--- config.mk ---
export PLATFORM = sky130hd
export DESIGN_NAME = binomial_coefficient_unit
export DESIGN_NICKNAME = d
export VERILOG_FILES = /design/src/sv/bcu_pkg.sv /design/src/sv/binomial_coefficient_unit.sv /design/src/sv/bcu_div.sv
export SDC_FILE = /design/constraint.sdc
export NUM_CORES = 1
export LEC_CHECK = 0
export BUFFER_PORTS_ARGS = -buffer_cell sky130_fd_sc_hd__buf_2
export CORE_MARGIN = 2
export CORE_UTILIZATION = 43
export CTS_BUF_LIST = sky130_fd_sc_hd__clkbuf_2
export DETAILED_ROUTE_END_ITERATION = 6
export GPL_ROUTABILITY_DRIVEN = 0
export GPL_TIMING_DRIVEN = 0
export PLACE_DENSITY = 0.62
export SYNTH_ARGS = -nofsm -noshare
export SYNTH_HDL_FRONTEND = slang
export SYNTH_SLANG_ARGS = --single-unit
--- constraint.sdc ---
create_clock -name clk -period 6.79 [get_ports clk]
set_clock_uncertainty 0.2 [all_clocks]
set_input_delay 0.3395 -clock clk [delete_from_list [all_inputs] [get_ports clk]]
set_output_delay 0.3395 -clock clk [all_outputs]
set_load 0.005 [all_outputs]
--- src/sv/bcu_pkg.sv ---
// Shared types and widths for the binomial coefficient unit.
// No dependencies; imported by the divider and the top level.
package bcu_pkg;

	localparam int N_W    = 7;              // width of n and k
	localparam int KK_W   = 6;              // reduced k, at most 33
	localparam int COEF_W = 63;             // coefficient width
	localparam int PROD_W = COEF_W + N_W;   // running value times (n - i)
	localparam int DIV_W  = 7;              // divisor (i + 1)
	localparam int CNT_W  = $clog2(PROD_W + 1);

	typedef enum logic [1:0] {
		ST_IDLE,
		ST_MUL,
		ST_DIV,
		ST_FIN
	} bcu_state_t;

endpackage

--- src/sv/binomial_coefficient_unit.sv ---
// Binomial coefficient unit, top level: sequencer, multiplier and output register.
// Depends on bcu_pkg and bcu_div.
//
//   channel   dir   fields (low bit first)                 accept
//   s_axis    in    tdata: n_total[6:0] k_chosen[13:7]    tvalid & tready
//   m_axis    out   tdata: coefficient[62:0]; tuser: oor  tvalid & tready
//
// Steps: an item with reduced k = min(k, n-k) runs k steps, each one multiply
//   state (ST_MUL) followed by a serial divide and its done strobe (ST_DIV),
//   so k = 33 is the longest case. The serial divider sets the time per step.
// Special cases (n above MAX_N, k above n, reduced k of zero) go straight to ST_FIN.
// Reset clears the sequencer and output valid; no clearing pass.
// A finished result waits in the output register; the next beat is accepted
// while it waits, but a second result stalls in ST_FIN until the first is taken.
module binomial_coefficient_unit
	import bcu_pkg::*;
#(
	parameter int MAX_N = 66
) (
	input  logic        clk,
	input  logic        arst_n,
	input  logic        s_axis_tvalid,
	output logic        s_axis_tready,
	input  logic [15:0] s_axis_tdata,   // n_total[6:0], k_chosen[13:7], zero pad
	output logic        m_axis_tvalid,
	input  logic        m_axis_tready,
	output logic [63:0] m_axis_tdata,   // coefficient[62:0], zero pad
	output logic [0:0]  m_axis_tuser    // out_of_range[0]
);

	localparam logic [N_W-1:0] MaxNV = N_W'(MAX_N);

	bcu_state_t state_q, state_d;

	logic [N_W-1:0]    n_q;
	logic [KK_W-1:0]   kk_q;
	logic [KK_W-1:0]   i_q;
	logic [COEF_W-1:0] val_q;
	logic              oor_q;

	logic              out_valid_q;
	logic [COEF_W-1:0] out_coef_q;
	logic              out_oor_q;

	// input decode
	logic [N_W-1:0]    n_in;
	logic [N_W-1:0]    k_in;
	logic              in_oor;
	logic              in_kbig;
	logic [N_W-1:0]    kk_full;
	logic [KK_W-1:0]   kk_in;
	logic              in_short;

	// control
	logic              acc;
	logic              div_start;
	logic              div_done;
	logic              step_last;
	logic              fin_load;
	logic [PROD_W-1:0] product;
	logic [DIV_W-1:0]  divisor;
	logic [PROD_W-1:0] quotient;
	logic [N_W-1:0]    mult;

	always_comb begin
		n_in     = s_axis_tdata[6:0];
		k_in     = s_axis_tdata[13:7];
		in_oor   = n_in > MaxNV;
		in_kbig  = k_in > n_in;
		// fold k onto the smaller side
		kk_full  = (({1'b0, k_in} + {1'b0, k_in}) > {1'b0, n_in}) ? (n_in - k_in) : k_in;
		kk_in    = kk_full[KK_W-1:0];
		in_short = in_oor || in_kbig || (kk_in == '0);
	end

	assign acc       = s_axis_tvalid && s_axis_tready;
	assign step_last = (i_q + KK_W'(1)) == kk_q;
	assign mult      = n_q - N_W'(i_q);
	assign product   = PROD_W'(val_q) * PROD_W'(mult);
	assign divisor   = DIV_W'(i_q) + DIV_W'(1);

	bcu_div u_div (
		.clk      (clk),
		.arst_n   (arst_n),
		.start    (div_start),
		.dividend (product),
		.divisor  (divisor),
		.done     (div_done),
		.quotient (quotient)
	);

	// next state
	always_comb begin
		state_d = state_q;
		unique case (state_q)
			ST_IDLE: begin
				if (acc)
					state_d = in_short ? ST_FIN : ST_MUL;
			end
			ST_MUL: state_d = ST_DIV;
			ST_DIV: begin
				if (div_done)
					state_d = step_last ? ST_FIN : ST_MUL;
			end
			ST_FIN: begin
				if (!out_valid_q || m_axis_tready)
					state_d = ST_IDLE;
			end
			default: state_d = ST_IDLE;
		endcase
	end

	// state outputs
	always_comb begin
		s_axis_tready = 1'b0;
		div_start     = 1'b0;
		fin_load      = 1'b0;
		unique case (state_q)
			ST_IDLE: s_axis_tready = 1'b1;
			ST_MUL:  div_start     = 1'b1;
			ST_DIV:  ;
			ST_FIN:  fin_load      = !out_valid_q || m_axis_tready;
			default: ;
		endcase
	end

	always_ff @(posedge clk or negedge arst_n) begin
		if (!arst_n) begin
			state_q     <= ST_IDLE;
			out_valid_q <= 1'b0;
		end else begin
			state_q <= state_d;
			if (fin_load)
				out_valid_q <= 1'b1;
			else if (m_axis_tready)
				out_valid_q <= 1'b0;
		end
	end

	// datapath: load on accept, update once per finished divide
	always_ff @(posedge clk) begin
		if (acc) begin
			n_q   <= n_in;
			kk_q  <= kk_in;
			i_q   <= '0;
			oor_q <= in_oor;
			val_q <= (in_oor || in_kbig) ? '0 : COEF_W'(1);
		end else if (state_q == ST_DIV && div_done) begin
			val_q <= quotient[COEF_W-1:0];
			i_q   <= i_q + KK_W'(1);
		end
		if (fin_load) begin
			out_coef_q <= val_q;
			out_oor_q  <= oor_q;
		end
	end

	assign m_axis_tvalid   = out_valid_q;
	assign m_axis_tdata    = {1'b0, out_coef_q};
	assign m_axis_tuser[0] = out_oor_q;

endmodule

--- src/sv/bcu_div.sv ---
// Serial restoring divider: one quotient bit per cycle.
// Depends on bcu_pkg for widths.
module bcu_div
	import bcu_pkg::*;
(
	input  logic              clk,
	input  logic              arst_n,
	input  logic              start,
	input  logic [PROD_W-1:0] dividend,
	input  logic [DIV_W-1:0]  divisor,
	output logic              done,
	output logic [PROD_W-1:0] quotient
);

	logic [PROD_W-1:0] quo_q;
	logic [DIV_W-1:0]  rem_q;
	logic [DIV_W-1:0]  dvs_q;
	logic [CNT_W-1:0]  cnt_q;
	logic              done_q;

	logic [DIV_W:0]    trial;
	logic              ge;
	logic [DIV_W:0]    diff;

	always_comb begin
		trial = {rem_q, quo_q[PROD_W-1]};
		ge    = trial >= {1'b0, dvs_q};
		diff  = trial - {1'b0, dvs_q};
	end

	always_ff @(posedge clk or negedge arst_n) begin
		if (!arst_n) begin
			cnt_q  <= '0;
			done_q <= 1'b0;
		end else if (start) begin
			cnt_q  <= CNT_W'(PROD_W);
			done_q <= 1'b0;
		end else begin
			done_q <= (cnt_q == CNT_W'(1));
			if (cnt_q != '0)
				cnt_q <= cnt_q - CNT_W'(1);
		end
	end

	always_ff @(posedge clk) begin
		if (start) begin
			quo_q <= dividend;
			rem_q <= '0;
			dvs_q <= divisor;
		end else if (cnt_q != '0) begin
			// shift in next dividend bit, subtract when it fits
			quo_q <= {quo_q[PROD_W-2:0], ge};
			rem_q <= ge ? diff[DIV_W-1:0] : trial[DIV_W-1:0];
		end
	end

	assign done     = done_q;
	assign quotient = quo_q;

endmodule

After elaboration in Yosys (flattened, before gate mapping)

Index checks and enable logic that the tools add are counted.

Add/subtract/negate cells: 7
Multiply operators: 1
Order comparisons: 4
Equality and inequality tests: 8
Multiplexer cells: 21
Reductions and logical operators: 13

Operators by type and width:

| kind                  | count |
|---|---|
| $mux W70              | 2 |
| $mux W63              | 2 |
| $mul A63 B7 Y70       | 1 |
| $mux W7               | 3 |
| $mux W2               | 5 |
| $add A7 B7 Y8         | 1 |
| $ge A8 B7 Y1          | 1 |
| $gt A8 B7 Y1          | 1 |
| $pmux W2 S4           | 1 |
| $add A6 B1 Y7 const B | 1 |
| $eq A7 B1 Y1 const B  | 1 |
| $gt A7 B7 Y1          | 1 |
| $gt A7 B7 Y1 const B  | 1 |
| $mux W1               | 7 |
| $reduce_bool A7 Y1    | 1 |
| $sub A7 B1 Y7 const B | 1 |
| $sub A7 B6 Y7         | 1 |
| $sub A7 B7 Y7         | 1 |
| $add A6 B1 Y6 const B | 1 |
| $eq A6 B6 Y1          | 1 |
| $logic_not A6 Y1      | 1 |
| $mux W6               | 1 |
| $reduce_bool A2 Y1    | 3 |
| $sub A6 B6 Y6         | 1 |
| 9 further kinds       | 14 |

Flip-flop bits (word level): 242
Input bits: 20

Longest topological paths before layout

Gate-level depths: netlist of the first run.

Depth in word-level cells: 8
Depth in mapped cells: 30

Cells and area by module

A second synthesis of the first run with hierarchy kept.

Cells, all modules: 2513
Area, all modules: 24802.5 um^2

By module, submodules not included:

| module                    | instances | cells each | area each (um^2) |
|---|---|---|---|
| binomial_coefficient_unit | 1         | 2228       | 20556.0 |
| bcu_div                   | 1         | 285        | 4246.6 |

Least setup slack after synthesis of the first run

No wires, ideal clock.

Path kind: register to register
From: register i_q[0]
To: register u_div.quo_q[24], in the netlist u_div.quotient[24] (data pin)
Setup time: 0.259 ns
Data arrival time: 6.666 ns
Setup slack: -0.335 ns
Cell stages (with the launch flop): 26
Path buffers: 1
Clock period less this slack: 7.125 ns
Path through: dfxtp_1 -> ha_1 -> inv_1 -> fa_1 -> a21o_1 -> a21oi_1 -> o21bai_1 -> a21oi_1 -> xor2_1 -> clkbuf_1 -> nand2_1 -> fa_1 -> fa_1 -> inv_1 -> fa_1 -> fa_1 -> ha_1 -> a211o_1 -> a31o_2 -> a31oi_1 -> o21ai_1 -> a31oi_1 -> o21ai_1 -> a31oi_1 -> nor4b_1 -> a211o_1

Word-level cells in the longest chain between the ends: 3

Ends and longest elaborated chain:

| what                   | line                             | RTL |
|---|---|---|
| from (decl)            | binomial_coefficient_unit.sv:37  | `logic [KK_W-1:0] i_q;` |
| from (signal assigned) | binomial_coefficient_unit.sv:150 | `i_q <= i_q + KK_W'(1);` |
| $sub A7 B6 Y7          | binomial_coefficient_unit.sv:78  | `assign mult = n_q - N_W'(i_q);` |
| $mul A63 B7 Y70        | binomial_coefficient_unit.sv:79  | `assign product = PROD_W'(val_q) * PROD_W'(mult);` |
| $mux W70               | bcu_div.sv:46                    | `if (start) begin` |
| to (signal assigned)   | bcu_div.sv:47                    | `quo_q <= dividend;` |
| to (signal assigned)   | bcu_div.sv:52                    | `quo_q <= {quo_q[PROD_W-2:0], ge};` |
| to (decl)              | bcu_div.sv:15                    | `logic [PROD_W-1:0] quo_q;` |

Every way passes these cells.
A chain may end at the register's enable or synchronous reset.

Worst setup path in the final report of the first run

From: register n_q[0]
To: register u_div.quo_q[61], in the netlist u_div.quotient[61] (data pin)

Word-level cells in the longest chain between the ends: 3

Ends and longest elaborated chain:

| what                   | line                             | RTL |
|---|---|---|
| from (decl)            | binomial_coefficient_unit.sv:35  | `logic [N_W-1:0] n_q;` |
| from (signal assigned) | binomial_coefficient_unit.sv:143 | `n_q <= n_in;` |
| $sub A7 B6 Y7          | binomial_coefficient_unit.sv:78  |  |
| $mul A63 B7 Y70        | binomial_coefficient_unit.sv:79  |  |
| $mux W70               | bcu_div.sv:46                    |  |

Every way passes these cells.

==> impl_results.md, run 1 <==
- Status: finished, violations left
- Failing checks: setup timing
- Grt met2 use: between 30% and 40%
- Worst setup margin: -0.371 ns
- Die ar.: 59200 um2
- Min Tclk post-route: 7.16 ns
- Bufs on Longest Clock Path: 3
- Worst slew margin: around an eighth
- Async S/R FF share, synth: 4.55%
- Least-Margin Pin Slew: between 1 and 1.5 ns
- Synth Flop Type: edfxtp_1
- WL final: 69900 um
- Synthesized Nets: just over 3000
- CP peak stage delay: 0.51 ns
- Flops & latches, synth: 242
- CP arrival: 7.76 ns
- Top cell type's share of synthesized area: a little over a quarter
- GRT overflow: 0
- Port buffer count: 83
- Global Route Usage Sum: 23.9%
- CP Class: reg -> reg
- Ratio of final minimum period to clock period: 105%
- Seq/Total Area, Yosys: 28.8%
- Initial Util: between 40% and 50%
- Post-synthesis cell type count: slightly below 80
- Post-synthesis cell count: 2603
- Worst hold path type: in -> reg
- Clock-pin slew of the registers on the worst-case setup and hold paths: 0.10 ns
- Chip width: 243 um
- Fmax achieved: 140 MHz
- Busiest grt layer: met2
- Row count: 87
- Drt first pass iters: 5
- Area growth syn-to-layout: 22.4%
- Die Y: 243 um
- First-pass GRT wire length: around 110000 um
- DR WL/cell: 18.8 um
- Total of max-cap violations: 0
- CTS tree: yes
- Vias per cell: 5.30
- DP HPWL: 49900 um
- Synth Area per Inst: between 9 and 10 um2
- Worst-skew pair later-pin latency: 1.11 ns
- CP max stage cell: fa_1
- IO Pins: 87
- Critical path peak fanout: 7
- Final setup violating endpoints: 43
- Remaining DRCs: 0
- Synth Cell Area: 24600 um2
- CP startpoint kind: flop
- Htree depth: 3
- Number of DRC markers in iteration 0: 1419
- Final-report hold violation count: 0
- Core Util, Final: 53.3%
- Post-route ant nets: 0
- Largest net degree at the start of global routing: between 40 and 50
- CP Data Required Time: 7.39 ns
- Met3 Track Usage GR: 3.70%
- Count of pins over their slew limit: 0
- Vias post-DR: 19700
- RSZ-0062 raised after global routing: true
- Initial antenna violation count: 3
- Final instance area: between 30000 and 40000 um2
- Post-synth EDFFs: 218
- Nets: 3353
- Vias in the first global route: 20600
- CP endpoint kind: flop
- Count leader, synth: inv_1
- Synth area leader: edfxtp_1
- CTS Root Cell: clkbuf_2
- DP Area: ~26000 um2
- Top post-synthesis cells by area: edfxtp_1, fa_1, inv_1
- Total CTS buffers: 69
- Fraction of layout cells with a size suffix above 1: roughly 20%
- Synth Warn #: 0
- Core box area: 56500 um2
- Setup TNS: -8.00 ns
- Clk sinks: 242
- Most instantiated cells after synthesis: inv_1, nand2_1, fa_1
- Grt met1 use: between 30 and 40%
[per-layer routing]
layer | share of wire (%) | vias to the layer above
li1 | - | 8895
met1 | 41 | 9809
met2 | 48 | 771
met3 | 5.9 | 210
met4 | 4.5 | 0
met5 | 0 | -
[state kept, by name, indices dropped and copies added, names as in the netlist]
signal,flops
m_axis_tvalid,1
u_div.cnt_q,7
u_div.dvs_q,7
val_q,63
oor_q,1
i_q,6
state_q,2
u_div.rem_q,7
kk_q,6
out_coef_q,63
n_q,7
u_div.done,1
m_axis_tuser,1
u_div.quotient,70
[metrics by stage]
step | hold slack, ns | instances | setup WS [ns]
2_1_floorplan | -0.156 | 2603 | 0.00330
3_3_place_gp | 0.0198 | 3442 | -2.11
3_5_place_dp | 0.0292 | 3448 | -2.22
4_1_cts | 0.00656 | 3664 | -0.376
5_1_grt | 0.116 | 3715 | -0.617
6_report | 0.122 | 3715 | -0.371
[area by class of cell]
type                    instances  area, um2
diodes                          1       2.50
plain buffers                  87        648
clock buffers                  91        455
clock inverters                34        262
fillers                      4955      26400
inverters                     508       1910
multi-input cells            1756      16800
flip-flops and latches        242       7090
well taps                     756        946
repair buffers                240       1990
[worst paths after layout]
path,from,endpoint,slack [ns],cells after the start
worst min register to register,oor_q$_DFFE_PP_,m_axis_tuser$_DFFE_PP_,0.22,0
worst max register to register,n_q[0]$_DFFE_PP_,u_div.quotient[61]$_DFFE_PP_,-0.37,31
min in group asynchronous,arst_n,u_div.cnt_q[0]$_DFFE_PN0P_,0.61,4
worst min-delay path,s_axis_tdata[4],oor_q$_DFFE_PP_,0.12,4
worst max-delay path,n_q[0]$_DFFE_PP_,u_div.quotient[61]$_DFFE_PP_,-0.37,31
max in group asynchronous,arst_n,state_q[1]$_DFFE_PN0P_,5.39,4
[placed cells by master, fill, tap and decap left out, types with 27 or more instances in the layout]
cell type	Yosys	final
inv_1	507	492
nand2_1	328	322
fa_1	307	306
edfxtp_1	218	218
and2_1	220	210
clkbuf_2	0	102
buf_2	2	87
ha_1	122	85
buf_4	5	76
nor2b_1	75	74
o21ai_0	135	63
a21oi_1	108	61
nand2b_1	59	58
o21ai_1	4	58
nor2_1	59	51
dlygate4sd3_1	0	46
clkbuf_1	81	42
xor2_1	45	41
a21o_1	38	38
a21oi_2	1	30
buf_6	3	29
xnor2_1	43	28
ha_4	0	27
[worst max-delay path, delay by kind of cell (launching register included)]
| family | cells | cell delay (ns) |
|---|---|---|
| and+or+nand+nor | 6 | 1.29 |
| adders and majority gates | 7 | 2.71 |
| buffers and inverters | 9 | 0.80 |
| AOI/OAI and AO/OA | 7 | 1.24 |
| DFF | 1 | 0.39 |
| xor gates and xnor gates | 2 | 0.24 |
[kinds of logic after synthesis]
kind of cell	count (synthesis)	share of synthesized area, %
compound gates	391	9.66
xor+xnor	88	3.13
fa+ha+maj	429	31.1
buf+inv	608	9.73
flops	242	28.8
mux	2	0.0914
other cells	1	0.0152
simple gates	842	17.5
[what timing repair did]
action | CTS | global route
gates resized for setup | 307 | 159
setup endpoints to repair | 61 | 50
hold buffers | 46 | 0
buffers inserted | 53 | 50
cloned | 5 | 1
pin swaps | 78 | 88
endpoints found under the hold margin | 93 | 0
Power of run 1 is left out: the tool's default activity adds up to more than one toggle a clock period on the data nets, which glitch-free logic cannot reach.
==> run 2: changes to the inputs <==
--- a/config.mk
+++ b/config.mk
@@ -13,6 +13,7 @@
 export GPL_ROUTABILITY_DRIVEN = 0
 export GPL_TIMING_DRIVEN = 0
 export PLACE_DENSITY = 0.62
+export SETUP_SLACK_MARGIN = 0.02
 export SYNTH_ARGS = -nofsm -noshare
 export SYNTH_HDL_FRONTEND = slang
 export SYNTH_SLANG_ARGS = --single-unit
==> impl_results.md, run 2 (synthesis results as in run 1) <==
- Status: finished, violations left (unchanged)
- Failing checks: setup timing (unchanged)
- Initial antenna violation count: 5 (was 3)
- First-pass GRT wire length: 110000 um (was 111000 um)
- CTS tree: yes (unchanged)
- Post-route ant nets: 0 (unchanged)
- Flop2flop setup slack: -0.43 ns (was -0.37 ns)
- Nets: 3305 (was 3353)
- Count of pins over their slew limit: 0 (unchanged)
- Worst setup margin: -0.430 ns (was -0.371 ns)
- DR WL/cell: 18.4 um (was 18.8 um)
- Hold endpoint: oor_q$_DFFE_PP_ (unchanged)
- Final-report hold violation count: 0 (unchanged)
- Most frequent CP cell: fa_1
- Number of DRC markers in iteration 0: 1376 (was 1419)
- Die Y: 243 um (unchanged)
- Final setup violating endpoints: 41 (was 43)
- CP Class: reg -> reg (unchanged)
- Initial Util: 43.6% (unchanged)
- Area growth syn-to-layout: 18.3% (was 22.4%)
- Port buffer count: 83 (unchanged)
- Largest net degree at the start of global routing: 46 (unchanged)
- Core box area: 56500 um2 (unchanged)
- WL final: 67600 um (was 69900 um)
- Total CTS buffers: 72 (was 69)
- Row count: 87 (unchanged)
- Die ar.: 59200 um2 (unchanged)
- Bufs on Longest Clock Path: 3 (unchanged)
- GRT overflow: 0 (unchanged)
- Most frequent cells in the layout: inv_1, nand2_1, fa_1, edfxtp_1, and2_1 (unchanged)
- CP max stage cell: fa_1 (unchanged)
- Drt first pass iters: 6 (was 5)
- Ratio of final minimum period to clock period: 106% (was 105%)
- Fmax achieved: 139 MHz (was 140 MHz)
- Min Tclk post-route: 7.22 ns (was 7.16 ns)
- Vias in the first global route: 20300 (was 20600)
- Max FFs per register: 70 (unchanged)
- Hold_sp: s_axis_tdata[6] (was s_axis_tdata[4])
- CP peak stage delay: 0.50 ns (was 0.51 ns)
- Total of max-cap violations: 0 (unchanged)
- CP Data Required Time: 7.36 ns (was 7.39 ns)
- R2R Path Start: n_q[0]$_DFFE_PP_ (unchanged)
- Chip width: 243 um (unchanged)
- CTS Root Cell: clkbuf_2 (unchanged)
- CP endpoint kind: flop (unchanged)
- IO Pins: 87 (unchanged)
- R2R depth: 29 (was 31)
- Least-Margin Pin Slew: 1.39 ns (was 1.30 ns)
- Global Route Usage Sum: 23.6% (was 23.9%)
- DP Area: 26200 um2 (about the same)
- RSZ-0062 raised after global routing: true (unchanged)
- Critical path peak fanout: 10 (was 7)
- Hold depth: 4 (unchanged)
- Worst slew margin: 7.32% (was 13.4%)
- Commonest non-fill, non-tap cell in the layout: inv_1 (unchanged)
- Vias per cell: 5.23 (was 5.30)
- Clock-pin slew of the registers on the worst-case setup and hold paths: 0.08 ns (was 0.10 ns)
- DP HPWL: 49700 um (was 49900 um)
- CP startpoint kind: flop (unchanged)
- Fraction of layout cells with a size suffix above 1: 17.4% (was 20.0%)
- Worst r2r dst: u_div.quotient[57]$_DFFE_PP_ (was u_div.quotient[61]$_DFFE_PP_)
- Core Util, Final: 51.6% (was 53.3%)
- Htree depth: 3 (unchanged)
- Worst hold path type: in -> reg (unchanged)
- Worst hold slack: 0.162 ns (was 0.122 ns)
- Fillers: 5090 (was 4955)
- CP arrival: 7.79 ns (was 7.76 ns)
- Vias post-DR: 19200 (was 19700)
- Final instance area: 29100 um2 (was 30100 um2)
- Remaining DRCs: 0 (unchanged)
- Clk sinks: 242 (unchanged)
- Worst-skew pair later-pin latency: 1.05 ns (was 1.11 ns)
[run 2: changes by cell type in the layout (fill, tap and decap cells not counted), sizes merged]
cell and delta:
buf -47, bufinv -2, clkbuf +13, clkinv -8, clkinvlp +3, diode +1, dlygate4sd3 -1, inv -1
xnor2 -2
[run 2: metal layers]
metal | up-vias | track usage (%) | wire length, um
met1 | 9548 | 31.3 | 29000
li1 | 8809 | - | -
met4 | 2 | 10.9 | 3050
met2 | 664 | 38.2 | 31500
met3 | 177 | 3.43 | 4110
met5 | - | 0 | 14
[run 2: repair_timing]
item / CTS / global route
hold endpoints to repair: 93 / 0
hold buffers: 45 / 0
setup endpoints to repair: 61 / 52
pin swaps: 62 / 50
resized for setup: 232 / 123
setup buffers: 39 / 16
cloned: 3 / 0
[run 2: area by class of cell]
cell class | instances | area (um2) | area share, %
Inverter | 508 | 1910 | 6.57
Timing Repair Buffer | 190 | 1490 | 5.13
Multi-Input combinational cell | 1754 | 16400 | 56.2
Clock inverter | 26 | 188 | 0.644
Buffer | 88 | 607 | 2.08
Sequential cell | 242 | 7090 | 24.3
Antenna cell | 2 | 5.00 | 0.0172
Clock buffer | 105 | 526 | 1.80
Tap cell | 756 | 946 | 3.25
[run 2: worst max-delay path by stage]
stage	slack (ns)	endpoint	cells after the start	start
floorplan	0.06	u_div.quotient[24]$_DFFE_PP_	26	n_q[0]$_DFFE_PP_
global placement	-2.07	u_div.quotient[68]$_DFFE_PP_	29	n_q[0]$_DFFE_PP_
detailed placement	-2.20	u_div.quotient[68]$_DFFE_PP_	29	n_q[0]$_DFFE_PP_
CTS	-0.43	u_div.quotient[57]$_DFFE_PP_	31	n_q[0]$_DFFE_PP_
global route	-0.71	u_div.quotient[67]$_DFFE_PP_	33	n_q[0]$_DFFE_PP_
finish	-0.43	u_div.quotient[57]$_DFFE_PP_	29	n_q[0]$_DFFE_PP_
[run 2: stage by stage]
stage               setup TNS, ns  setup WS, ns  cells
finish                      -9.15        -0.430   3671
detailed placement         -89.69         -2.20   3448
global placement           -80.64         -2.07   3442
floorplan                       0        0.0558   2603
global route               -21.13        -0.711   3671
CTS                         -9.59        -0.428   3655
[run 2: worst max-delay path: cells and delay by family, from the launching register on]
family                     cells  cell delay (ns)
xor gates and xnor gates       2             0.33
DFF                            1             0.39
and+or+nand+nor                6             1.19
AOI/OAI and AO/OA              7             1.30
buffers and inverters          7             0.77
adders and majority gates      7             2.78
Power of run 2 is left out for the same reason.
